$ cat src/hdl/hsort_pkg.sv
// Shared types, constants and controller/datapath interface for the heap sorter.
`default_nettype none

package hsort_pkg;

    localparam int DATA_W = 32;

    typedef struct packed {
        logic signed [DATA_W-1:0] value;
        logic                     final_item;
    } elem_t;

    typedef struct packed {
        logic signed [DATA_W-1:0] sorted_value;
        logic                     run_end;
        logic                     dropped;
    } sorted_t;

    typedef enum logic [3:0] {
        ST_LOAD,
        ST_PREP,
        ST_BUILD_RD,
        ST_BUILD_CAP,
        ST_KIDS,
        ST_CMP,
        ST_SWAP_RD,
        ST_SWAP_WR,
        ST_EMIT_RD,
        ST_EMIT_LD,
        ST_EMIT_WAIT
    } state_t;

    // Read address selection for the two store read ports
    typedef enum logic [2:0] {
        RD_NONE,
        RD_BUILD,
        RD_KIDS,
        RD_SWAP,
        RD_EMIT
    } rd_sel_t;

    typedef struct packed {
        logic    ld_ready;
        rd_sel_t rd;
        logic    prep;
        logic    build_cap;
        logic    cmp;
        logic    k_dec;
        logic    k_sort_init;
        logic    swap_wr;
        logic    emit_ld;
        logic    emit_pop;
        logic    clear_set;
    } cmd_t;

    typedef struct packed {
        logic in_last;
        logic n_lt2;
        logic k_one;
        logic child_wins;
        logic out_taken;
        logic emit_last;
    } status_t;

endpackage

`default_nettype wire

$ cat src/hdl/hsort_ctrl.sv
// Sequencer for load, heap build, sort-down and emit phases.
`default_nettype none

module hsort_ctrl (
    input  wire logic              clk,
    input  wire logic              rst_n,
    input  wire hsort_pkg::status_t status,
    output hsort_pkg::cmd_t        cmd
);

    hsort_pkg::state_t state_reg, state_next;
    logic              sorting_reg, sorting_next;

    always_ff @(posedge clk or negedge rst_n)
    begin
        if (!rst_n)
        begin
            state_reg   <= hsort_pkg::ST_LOAD;
            sorting_reg <= 1'b0;
        end
        else
        begin
            state_reg   <= state_next;
            sorting_reg <= sorting_next;
        end
    end

    // sorting_reg: 0 while building the heap, 1 while extracting the max
    always_comb
    begin
        sorting_next = sorting_reg;
        if (state_reg == hsort_pkg::ST_PREP)
        begin
            sorting_next = 1'b0;
        end
        else if (state_reg == hsort_pkg::ST_CMP && !status.child_wins && !sorting_reg
                 && status.k_one)
        begin
            sorting_next = 1'b1;
        end
    end

    always_comb
    begin
        state_next = state_reg;
        unique case (state_reg)
            hsort_pkg::ST_LOAD:
            begin
                if (status.in_last)
                    state_next = hsort_pkg::ST_PREP;
            end
            hsort_pkg::ST_PREP:
            begin
                state_next = status.n_lt2 ? hsort_pkg::ST_EMIT_RD : hsort_pkg::ST_BUILD_RD;
            end
            hsort_pkg::ST_BUILD_RD:  state_next = hsort_pkg::ST_BUILD_CAP;
            hsort_pkg::ST_BUILD_CAP: state_next = hsort_pkg::ST_KIDS;
            hsort_pkg::ST_KIDS:      state_next = hsort_pkg::ST_CMP;
            hsort_pkg::ST_CMP:
            begin
                if (status.child_wins)
                    state_next = hsort_pkg::ST_KIDS;
                else if (sorting_reg)
                    state_next = status.k_one ? hsort_pkg::ST_EMIT_RD : hsort_pkg::ST_SWAP_RD;
                else
                    state_next = status.k_one ? hsort_pkg::ST_SWAP_RD : hsort_pkg::ST_BUILD_RD;
            end
            hsort_pkg::ST_SWAP_RD:   state_next = hsort_pkg::ST_SWAP_WR;
            hsort_pkg::ST_SWAP_WR:   state_next = hsort_pkg::ST_KIDS;
            hsort_pkg::ST_EMIT_RD:   state_next = hsort_pkg::ST_EMIT_LD;
            hsort_pkg::ST_EMIT_LD:   state_next = hsort_pkg::ST_EMIT_WAIT;
            hsort_pkg::ST_EMIT_WAIT:
            begin
                if (status.out_taken)
                    state_next = status.emit_last ? hsort_pkg::ST_LOAD : hsort_pkg::ST_EMIT_RD;
            end
            default: state_next = hsort_pkg::ST_LOAD;
        endcase
    end

    always_comb
    begin
        cmd = '0;
        cmd.rd = hsort_pkg::RD_NONE;
        unique case (state_reg)
            hsort_pkg::ST_LOAD:      cmd.ld_ready = 1'b1;
            hsort_pkg::ST_PREP:      cmd.prep = 1'b1;
            hsort_pkg::ST_BUILD_RD:  cmd.rd = hsort_pkg::RD_BUILD;
            hsort_pkg::ST_BUILD_CAP: cmd.build_cap = 1'b1;
            hsort_pkg::ST_KIDS:      cmd.rd = hsort_pkg::RD_KIDS;
            hsort_pkg::ST_CMP:
            begin
                cmd.cmp = 1'b1;
                if (!status.child_wins)
                begin
                    if (!sorting_reg && status.k_one)
                        cmd.k_sort_init = 1'b1;
                    else if (!status.k_one)
                        cmd.k_dec = 1'b1;
                end
            end
            hsort_pkg::ST_SWAP_RD:   cmd.rd = hsort_pkg::RD_SWAP;
            hsort_pkg::ST_SWAP_WR:   cmd.swap_wr = 1'b1;
            hsort_pkg::ST_EMIT_RD:   cmd.rd = hsort_pkg::RD_EMIT;
            hsort_pkg::ST_EMIT_LD:   cmd.emit_ld = 1'b1;
            hsort_pkg::ST_EMIT_WAIT:
            begin
                cmd.emit_pop  = status.out_taken;
                cmd.clear_set = status.out_taken && status.emit_last;
            end
            default: cmd = '0;
        endcase
    end

endmodule

`default_nettype wire

$ cat src/hdl/hsort_dp.sv
// Element store, sift compare, index registers and output register.
`default_nettype none

module hsort_dp #(
    parameter int CAPACITY = 64
) (
    input  wire logic               clk,
    input  wire logic               rst_n,
    input  wire hsort_pkg::cmd_t    cmd,
    input  wire logic               elem_valid,
    input  wire hsort_pkg::elem_t   elem,
    input  wire logic               sorted_stall,
    output logic                    sorted_valid,
    output hsort_pkg::sorted_t      sorted,
    output hsort_pkg::status_t      status
);

    localparam int AW = (CAPACITY > 1) ? $clog2(CAPACITY) : 1;
    localparam int CW = $clog2(CAPACITY + 1);
    localparam int LW = AW + 2;   // child index width, holds 2*node+2

    logic [hsort_pkg::DATA_W-1:0] store_mem [CAPACITY];

    logic [CW-1:0] count_reg, count_next;
    logic          ovf_reg, ovf_next;
    logic [AW-1:0] k_reg, k_next;
    logic [AW-1:0] node_reg, node_next;
    logic [CW-1:0] hs_reg, hs_next;
    logic [AW-1:0] e_reg, e_next;
    logic          out_valid_reg, out_valid_next;
    logic signed [hsort_pkg::DATA_W-1:0] node_val_reg, node_val_next;
    hsort_pkg::sorted_t out_reg, out_next;

    logic signed [hsort_pkg::DATA_W-1:0] rda_reg, rdb_reg;
    logic [AW-1:0] rd_addr_a, rd_addr_b;

    logic                          wr_en;
    logic [AW-1:0]                 wr_addr;
    logic [hsort_pkg::DATA_W-1:0]  wr_data;

    logic          load;
    logic          has_room;
    logic [LW-1:0] lc, rc, hs_ext;
    logic          l_gt, r_gt;
    logic signed [hsort_pkg::DATA_W-1:0] best_val, win_val;
    logic [LW-1:0] top_idx;
    logic          child_wins;
    logic          emit_last;

    assign load     = elem_valid && cmd.ld_ready;
    assign has_room = (count_reg < CW'(CAPACITY));

    // Sift compare: children of node_reg are in rda/rdb after ST_KIDS
    assign lc      = {1'b0, node_reg, 1'b1};
    assign rc      = lc + LW'(1);
    assign hs_ext  = LW'(hs_reg);
    assign l_gt     = (lc < hs_ext) && (rda_reg > node_val_reg);
    assign best_val = l_gt ? rda_reg : node_val_reg;
    assign r_gt     = (rc < hs_ext) && (rdb_reg > best_val);
    assign child_wins = l_gt || r_gt;
    assign win_val  = r_gt ? rdb_reg : rda_reg;
    assign top_idx  = r_gt ? rc : lc;

    assign emit_last = ((CW'(e_reg) + CW'(1)) == count_reg);

    always_comb
    begin
        rd_addr_a = '0;
        rd_addr_b = '0;
        unique case (cmd.rd)
            hsort_pkg::RD_NONE:  ;
            hsort_pkg::RD_BUILD: rd_addr_a = k_reg - AW'(1);
            hsort_pkg::RD_KIDS:
            begin
                rd_addr_a = lc[AW-1:0];
                rd_addr_b = rc[AW-1:0];
            end
            hsort_pkg::RD_SWAP:  rd_addr_b = k_reg;
            hsort_pkg::RD_EMIT:  rd_addr_a = e_reg;
            default: ;
        endcase
    end

    // Sifting value rides in node_val_reg; the hole moves down the path
    always_comb
    begin
        wr_en   = 1'b0;
        wr_addr = '0;
        wr_data = '0;
        if (load && has_room)
        begin
            wr_en   = 1'b1;
            wr_addr = count_reg[AW-1:0];
            wr_data = elem.value;
        end
        else if (cmd.cmp)
        begin
            wr_en   = 1'b1;
            wr_addr = node_reg;
            wr_data = child_wins ? win_val : node_val_reg;
        end
        else if (cmd.swap_wr)
        begin
            wr_en   = 1'b1;
            wr_addr = k_reg;
            wr_data = rda_reg;
        end
    end

    always_ff @(posedge clk)
    begin
        if (wr_en)
            store_mem[wr_addr] <= wr_data;
        rda_reg <= store_mem[rd_addr_a];
        rdb_reg <= store_mem[rd_addr_b];
    end

    always_comb
    begin
        count_next     = count_reg;
        ovf_next       = ovf_reg;
        k_next         = k_reg;
        node_next      = node_reg;
        hs_next        = hs_reg;
        e_next         = e_reg;
        node_val_next  = node_val_reg;
        out_next       = out_reg;
        out_valid_next = out_valid_reg;

        if (load)
        begin
            if (has_room)
                count_next = count_reg + CW'(1);
            else
                ovf_next = 1'b1;
        end
        if (cmd.prep)
        begin
            k_next = AW'(count_reg >> 1);
            e_next = '0;
        end
        if (cmd.k_dec)
            k_next = k_reg - AW'(1);
        if (cmd.k_sort_init)
            k_next = AW'(count_reg - CW'(1));
        if (cmd.build_cap)
        begin
            node_val_next = rda_reg;
            node_next     = k_reg - AW'(1);
            hs_next       = count_reg;
        end
        if (cmd.cmp && child_wins)
            node_next = top_idx[AW-1:0];
        if (cmd.swap_wr)
        begin
            node_val_next = rdb_reg;
            node_next     = '0;
            hs_next       = CW'(k_reg);
        end
        if (cmd.emit_ld)
        begin
            out_next.sorted_value = rda_reg;
            out_next.run_end      = emit_last;
            out_next.dropped      = ovf_reg;
            out_valid_next        = 1'b1;
        end
        if (cmd.emit_pop)
        begin
            out_valid_next = 1'b0;
            e_next         = e_reg + AW'(1);
        end
        if (cmd.clear_set)
        begin
            count_next = '0;
            ovf_next   = 1'b0;
        end
    end

    always_ff @(posedge clk or negedge rst_n)
    begin
        if (!rst_n)
        begin
            count_reg     <= '0;
            ovf_reg       <= 1'b0;
            k_reg         <= '0;
            node_reg      <= '0;
            hs_reg        <= '0;
            e_reg         <= '0;
            out_valid_reg <= 1'b0;
        end
        else
        begin
            count_reg     <= count_next;
            ovf_reg       <= ovf_next;
            k_reg         <= k_next;
            node_reg      <= node_next;
            hs_reg        <= hs_next;
            e_reg         <= e_next;
            out_valid_reg <= out_valid_next;
        end
    end

    always_ff @(posedge clk)
    begin
        node_val_reg <= node_val_next;
        out_reg      <= out_next;
    end

    assign sorted_valid = out_valid_reg;
    assign sorted       = out_reg;

    assign status.in_last    = load && elem.final_item;
    assign status.n_lt2      = (count_reg < CW'(2));
    assign status.k_one      = (k_reg == AW'(1));
    assign status.child_wins = child_wins;
    assign status.out_taken  = out_valid_reg && !sorted_stall;
    assign status.emit_last  = emit_last;

endmodule

`default_nettype wire

$ cat src/hdl/heap_sorter.sv
// Top level of the heap sorter: controller plus datapath.
`default_nettype none

// Collects signed elements into a CAPACITY-entry store, one item per cycle while
// loading; the item flagged final_item closes the set. The set is then heap-sorted
// in place and emitted in ascending order, run_end on the last result and dropped
// on every result of a set that overflowed the store. No new element is taken
// from the moment the final item is accepted until the last result is taken.
// Each node a sift visits takes a child read, then a compare and write through
// the single store write port; each sift is set up by a read and a capture (build)
// or a swap read and write (sort-down), the build is prepared in ST_PREP, and each
// result is read, loaded and then held until taken. A set of n elements goes
// through about 1.5n sifts.
module heap_sorter #(
    parameter int CAPACITY = 64
) (
    input  wire logic               clk,
    input  wire logic               rst_n,
    input  wire logic               elem_valid,
    output logic                    elem_stall,
    input  wire hsort_pkg::elem_t   elem,
    output logic                    sorted_valid,
    input  wire logic               sorted_stall,
    output hsort_pkg::sorted_t      sorted
);

    hsort_pkg::cmd_t    cmd;
    hsort_pkg::status_t status;

    assign elem_stall = !cmd.ld_ready;

    hsort_ctrl u_ctrl (
        .clk    (clk),
        .rst_n  (rst_n),
        .status (status),
        .cmd    (cmd)
    );

    hsort_dp #(
        .CAPACITY (CAPACITY)
    ) u_dp (
        .clk          (clk),
        .rst_n        (rst_n),
        .cmd          (cmd),
        .elem_valid   (elem_valid),
        .elem         (elem),
        .sorted_stall (sorted_stall),
        .sorted_valid (sorted_valid),
        .sorted       (sorted),
        .status       (status)
    );

endmodule

`default_nettype wire

$ cat config.mk
export PLATFORM = sky130hd
export DESIGN_NAME = heap_sorter
export DESIGN_NICKNAME = d
export VERILOG_FILES = /design/src/hdl/hsort_pkg.sv /design/src/hdl/hsort_ctrl.sv /design/src/hdl/hsort_dp.sv /design/src/hdl/heap_sorter.sv
export SDC_FILE = /design/constraint.sdc
export NUM_CORES = 2
export LEC_CHECK = 0
export ABC_AREA = 1
export ABC_CLOCK_PERIOD_IN_PS = 8400
export BUFFER_PORTS_ARGS = -buffer_cell sky130_fd_sc_hd__buf_4
export CAP_MARGIN = 0
export CELL_PAD_IN_SITES_DETAIL_PLACEMENT = 1
export CELL_PAD_IN_SITES_GLOBAL_PLACEMENT = 2
export CORE_UTILIZATION = 40
export DETAILED_ROUTE_END_ITERATION = 6
export PLACE_DENSITY = 0.8
export SLEW_MARGIN = 20
export SYNTH_ARGS = -nofsm -noshare
export SYNTH_HDL_FRONTEND = slang
export SYNTH_SLANG_ARGS = --single-unit
$ cat constraint.sdc
create_clock -name clk -period 8.4 [get_ports clk]
set_clock_uncertainty 0.2 [all_clocks]
set_input_delay 0.84 -clock clk [delete_from_list [all_inputs] [get_ports clk]]
set_output_delay 0.84 -clock clk [all_outputs]
set_load 0.1 [all_outputs]
Yosys cells after proc, flatten, opt, wreduce, memory -nomap -nowiden:

Memories as Yosys holds them, arrays and structs flattened. A register that Yosys moved wholly into a read port is not among the register bits.
Index checks and enable logic that the tools add are counted.

* add/sub/neg operators: 6
* $lt $le $gt $ge: 6
* equality and inequality tests: 19
* muxes and demuxes: 60
* reduce and logical (&&, ||, !) cells: 30

Operators by type and width (number)
* two-way mux 32 bit: 8
* two-way mux 6 bit: 12
* greater-than comparator 32 bit: 2
* one-hot mux 4 bit (10 select lines): 1
* two-way mux 7 bit: 5
* two-way mux 4 bit: 7
* two-way mux 1 bit: 20
* one-hot mux 6 bit (3 select lines): 1
* equality test 4 x 3 -> 1 bit, second input constant: 4
* equality test 4 bit, second input constant: 3
* logical AND 1 bit: 12
* one-hot mux 3 bit (4 select lines): 1
* one-hot mux 6 bit (2 select lines): 1
* nonzero test 2 bit: 6
* subtractor 6 x 1 -> 6 bit, second input constant: 2
* adder 7 x 1 -> 8 bit, second input constant: 1
* equality test 4 x 2 -> 1 bit, second input constant: 2
* less-than comparator 8 x 7 -> 1 bit: 1
* adder 6 x 1 -> 7 bit, second input constant: 1
* adder 7 x 1 -> 7 bit, second input constant: 1
* equality test 7 bit: 1
* less-than comparator 7 x 2 -> 1 bit, second input constant: 1
* less-than comparator 7 bit: 1
* less-than comparator 7 bit, second input constant: 1
* other kinds (16): 26

* flip-flop bits (word level): 105
* memory bits (writable): 2048
* input port bits: 37
* logic and storage cells: 135
* memories: 1

Memories
* u_dp.store_mem: depth 64, bits a word 32, read ports 2, clocked after Yosys merged registers in 2, wr ports 1, line hsort_dp.sv:22 `logic [hsort_pkg::DATA_W-1:0] store_mem [CAPACITY];`

Depth between registers and ports, before layout:

* depth after elaboration: 12
* gate-level depth with buffers: 39
* mapped depth without buffers: 37

Cells and area by module:

Synthesis repeated with hierarchy kept, for this count alone.

* cells, all modules: 12458
* area total of the unflattened synthesis: 112843.2 µm²

By module, submodules not included
* hsort_dp: instances 1, cells an instance 12383, area each 112369.0 µm², sequential area each 65612.9 µm²
* hsort_ctrl: instances 1, cells an instance 74, area each 470.5 µm², sequential area each 125.1 µm²
* heap_sorter: instances 1, cells an instance 1, area each 3.8 µm², sequential area each 0.0 µm²

Worst setup path after synthesis:

No wires, ideal clock.

* path type: reg2reg
* start point: register u_dp.node_val_reg[31] (netlist name)
* end point: memory u_dp.store_mem[0][21] (netlist name) (data pin)
* data arrival time: 5.643 ns
* required time: 7.612 ns
* setup slack: 1.969 ns
* stages on the path, launching flop included: 28
* buffers on the path: 3
* clock period less this slack: 6.431 ns
* path through: edfxtp_1 inv_1 ha_1 nand2_1 nor2_1 nand2_1 nor3_1 nand4_1 nand2_1 inv_1 nand3_1 clkbuf_1 clkbuf_1 o21ai_0 ha_1 nand2_1 nor2_1 nand4_1 nor2_1 nand2_1 nand2_1 nand2_1 nand3_1 nand2_1 nor2_1 clkbuf_1 nand2_1 a31oi_1

* word-level cells in the longest chain between the ends: 9
* elaborated cells between the ends (all ways): 10

RTL lines
* start, declared: line hsort_dp.sv:31 `logic signed [hsort_pkg::DATA_W-1:0] node_val_reg, node_val_next;`
* start signal, assigned: line hsort_dp.sv:205 `node_val_reg <= node_val_next;`
* greater-than comparator 32 bit: line hsort_dp.sv:57 `assign l_gt = (lc < hs_ext) && (rda_reg > node_val_reg);`
* logical AND 1 bit: line hsort_dp.sv:57
* two-way mux 32 bit: line hsort_dp.sv:58 `assign best_val = l_gt ? rda_reg : node_val_reg;`
* greater-than comparator 32 bit: line hsort_dp.sv:59 `assign r_gt = (rc < hs_ext) && (rdb_reg > best_val);`
* logical AND 1 bit: line hsort_dp.sv:59
* two-way mux 32 bit or logical OR 1 bit (tied branches): line hsort_dp.sv:61, hsort_dp.sv:60
* two-way mux 32 bit *: line hsort_dp.sv:100 `wr_data = child_wins ? win_val : node_val_reg;`
* two-way mux 32 bit *: line hsort_dp.sv:96 `else if (cmd.cmp)`
* two-way mux 32 bit *: line hsort_dp.sv:90 `if (load && has_room)`
* named net u_dp.wr_data (one bit): line hsort_dp.sv:39 `logic [hsort_pkg::DATA_W-1:0] wr_data;`
* end, declared: line hsort_dp.sv:22

The timed path passes the listed nets; every way through them passes the cells marked *.

Final worst setup path:

* start point: register u_dp.node_val_reg[31] (netlist name)
* end point: memory u_dp.store_mem[10][11] (netlist name) (data pin)

The elaborated chain is that of the path after synthesis.

==> flow_summary.json <==
{
  "root_buffer": "clkbuf_16",
  "period_share": 0.8179,
  "vias": 95410,
  "ys_types": 43,
  "fin_nets": 12392,
  "synth_top_cell_area_share": 0.5516,
  "core_area_mm2": 0.2857,
  "grt_pass1_vias": 95792,
  "port_buffers": 72,
  "cts_tree": "built",
  "final_area_mm2": 0.1283,
  "htree_levels": 5,
  "rsz0062_at_grt": "no",
  "rows": 196,
  "grt_util_all_layers": 0.2941,
  "crit_fanout": 64,
  "timing.final.ws_setup_ns": 1.529,
  "synth_area_leader_cell": "edfxtp_1",
  "clock.fmax_ghz": 0.1456,
  "grt_pass1_wl_mm": 637.4,
  "drive_above_1_share": 0.06439,
  "antenna_found_initial": 22,
  "final_util": 0.4490,
  "drt_drc_violations_left": 1,
  "end_kind": "register",
  "grt_max_degree": 197,
  "holdBufCountCts": 1,
  "cap_violations": 0,
  "grt-ovfl-total": 0,
  "synth_warnings": 0,
  "wl_per_cell_um": 26.87,
  "viasPerCell": 5.875,
  "synth.ff_latch_count": 2217,
  "crit_family": "simple AND/OR/NAND/NOR gates",
  "status": "finished with violations",
  "dp_cells": 15766,
  "clock_sinks": 2217,
  "seq_area_frac_synth": 0.5712,
  "ir_worst_vdd_mv": 0.6805,
  "powerDensity_mw_per_mm2": 400.7,
  "numCtsBuffers": 263,
  "finalNonFillerCells": 16239,
  "wirelength_mm": 436.3,
  "drt_iter0_markers": 9538,
  "die_y_um": 538.4,
  "path_class": "reg2reg",
  "min_period_ns": 6.871,
  "pin_count": 73,
  "tns_ns": 0,
  "die_area_mm2": 0.2899,
  "syn_area_mm2": 0.1151,
  "slowest_delay_ns": 0.60,
  "finalMaxSlewViolations": 0,
  "place_area_mm2": 0.1197,
  "ant_nets": 0,
  "cp.arrival_ns": 7.25,
  "hold_violations": 0,
  "crit_buf_inv": 5,
  "areaGrowthSynthToFinish_pct": 11.47,
  "synth_top_flop_cell": "edfxtp_1",
  "largest_register": "u_dp.store_mem",
  "path_clk_slew_ns": 0.06,
  "holdWs_ns": 0.2552,
  "syn_nets": 12755,
  "syn-instance-count": 12633,
  "hpwl_mm": 263.7,
  "synth-edff-count": 2114,
  "slowest_stage": "nor3_1",
  "finalSetupViolCount": 0,
  "start_util": 0.4028,
  "async_reset_ff_frac": 0.01759,
  "cts_resized": 0,
  "min_path_type": "in2reg",
  "total_power_mw": 51.41,
  "worst_pin_slew_ns": 1.123,
  "relSlewSlack": 0.2497,
  "synth_area_leaders": "edfxtp_1 (55%), nand2_1 (10%), o21ai_0 (8.6%)",
  "insertion_delay_ns": 0.91,
  "dr.pass1.iters": 7,
  "cts_setup_buffers": 0,
  "die_w_um": 538.4,
  "cp.required_ns": 8.78,
  "syn_area_per_cell_um2": 9.110,
  "crit_path_start_kind": "register",
  "largest_reg_flops": 2048,
  "total_leakage_power_nw": 49.86,
  "cpMostUsedCell": "nand2_1",
  "clockBufferDepth": 4,
  "dp_slack_ns": 1.397,
  "place_congestion": 0.8639,
  "violations": "design-rule violations"
}
logic make-up after synthesis:
kind of cell	after synthesis	share of synthesized area
xor gates and xnor gates	19	0.001446
and+or+nand+nor	4351	0.1483
adders and majority gates	85	0.009241
AOI/OAI and AO/OA	3565	0.1873
DFF	2217	0.5712
buffers and inverters	2393	0.08229
muxes	3	0.0002935
Yosys cell counts (5+ instances only):
cell,instances
o22ai_1,14
a21oi_1,100
ha_1,85
a21o_1,255
buf_2,315
a22oi_1,29
inv_1,1454
dfrtp_1,39
inv_2,7
nand3_1,491
o311ai_0,237
o211ai_1,809
o21ai_0,1980
edfxtp_1,2114
nand4_1,18
clkbuf_1,519
nor2_1,692
o221ai_1,7
o21ai_1,124
dfxtp_1,64
xor2_1,15
nand2_1,3130
nor3_1,5
buf_1,73
buf_4,19
path summary, 6_finish.rpt:
| check | slack (ns) | depth (start not counted) | startpoint | to |
|---|---|---|---|---|
| max in group asynchronous | 7.28 | 2 | rst_n | u_dp.hs_reg[5]$_DFFE_PN0P_ |
| max reg2reg | 1.53 | 27 | u_dp.node_val_reg[31]$_DFFE_PP_ | u_dp.store_mem[10][11]$_DFFE_PP_ |
| min reg2reg | 0.27 | 0 | u_dp.ovf_reg$_DFFE_PN0P_ | u_dp.sorted[0]$_DFFE_PP_ |
| max | 1.53 | 27 | u_dp.node_val_reg[31]$_DFFE_PP_ | u_dp.store_mem[10][11]$_DFFE_PP_ |
| min | 0.26 | 3 | sorted_stall | u_ctrl.state_reg[1]$_DFFE_PN0P_ |
| min in group asynchronous | 0.30 | 2 | rst_n | u_dp.e_reg[3]$_DFFE_PN0P_ |
layer usage:
metal	share of wire	global-route usage
met1	0.44	0.4081
met2	0.46	0.4693
met3	0.075	0.05093
met4	0.029	0.08818
met5	0.00018	0
worst reg2reg max path: stages, from the launching register on:
cell and delay [ns]:
edfxtp_1 0.35, inv_1 0.06, ha_1 0.37, nand2_1 0.10, nor2_1 0.15, nand2_1 0.14, nor3_1 0.60, nand4_1 0.35
nand2_1 0.14, inv_1 0.08, nand3_2 0.33, buf_4 0.31, o21ai_0 0.12, ha_1 0.34, nand2_1 0.07, nor2_1 0.18
nand4_1 0.11, nor2_1 0.31, nand2_1 0.14, nand2_1 0.09, a21oi_1 0.06, nand3_2 0.13, nand2_1 0.11, nor2_4 0.45
buf_12 0.26, a22oi_1 0.15, a21oi_4 0.16, buf_4 0.59
layout by cell type, fill, tap and decap left out, types with 4 or more instances in the layout:
cell        count
nor2_4         73
nor2_1        622
o21ai_1       124
clkbuf_8        7
clkinv_8        7
nand4_1        18
o22ai_1        11
o21ai_0      1980
edfxtp_1     2114
nand3_1       488
xnor2_1         4
dfrtp_1        39
buf_12         49
nor3_1          5
a21oi_4        30
buf_4         249
diode_2         6
bufinv_16      24
nand3b_1        4
a22oi_1        29
o211ai_1      809
inv_6           8
clkinv_1       46
o221ai_1        7
clkbuf_16     276
nand2_1      3129
clkinv_2       38
a21o_1        255
o22ai_4         5
clkbuf_1       55
inv_2           6
inv_1        1450
xor2_1         15
clkinvlp_4      8
dfxtp_1        64
ha_1           85
o311ai_0      237
a21oi_1        71
layout make-up:
| class | instances | area (um^2) |
|---|---|---|
| clock inverters | 128 | 1316 |
| well taps | 3762 | 4707 |
| repair buffers | 301 | 2915 |
| diodes | 6 | 15.01 |
| flip-flops and latches | 2217 | 65740 |
| fillers | 32007 | 157400 |
| clock buffers | 338 | 7209 |
| inverters | 1464 | 5525 |
| multi-input cells | 8023 | 40870 |
power breakdown:
group          internal, mW  switching (mW)  total [mW]
Clock                  6.81            4.79        11.6
Sequential             15.2           0.433        15.7
Combinational          5.60            18.5        24.1
Total                  27.6            23.8        51.4
Power figures use the tool's default switching activity.
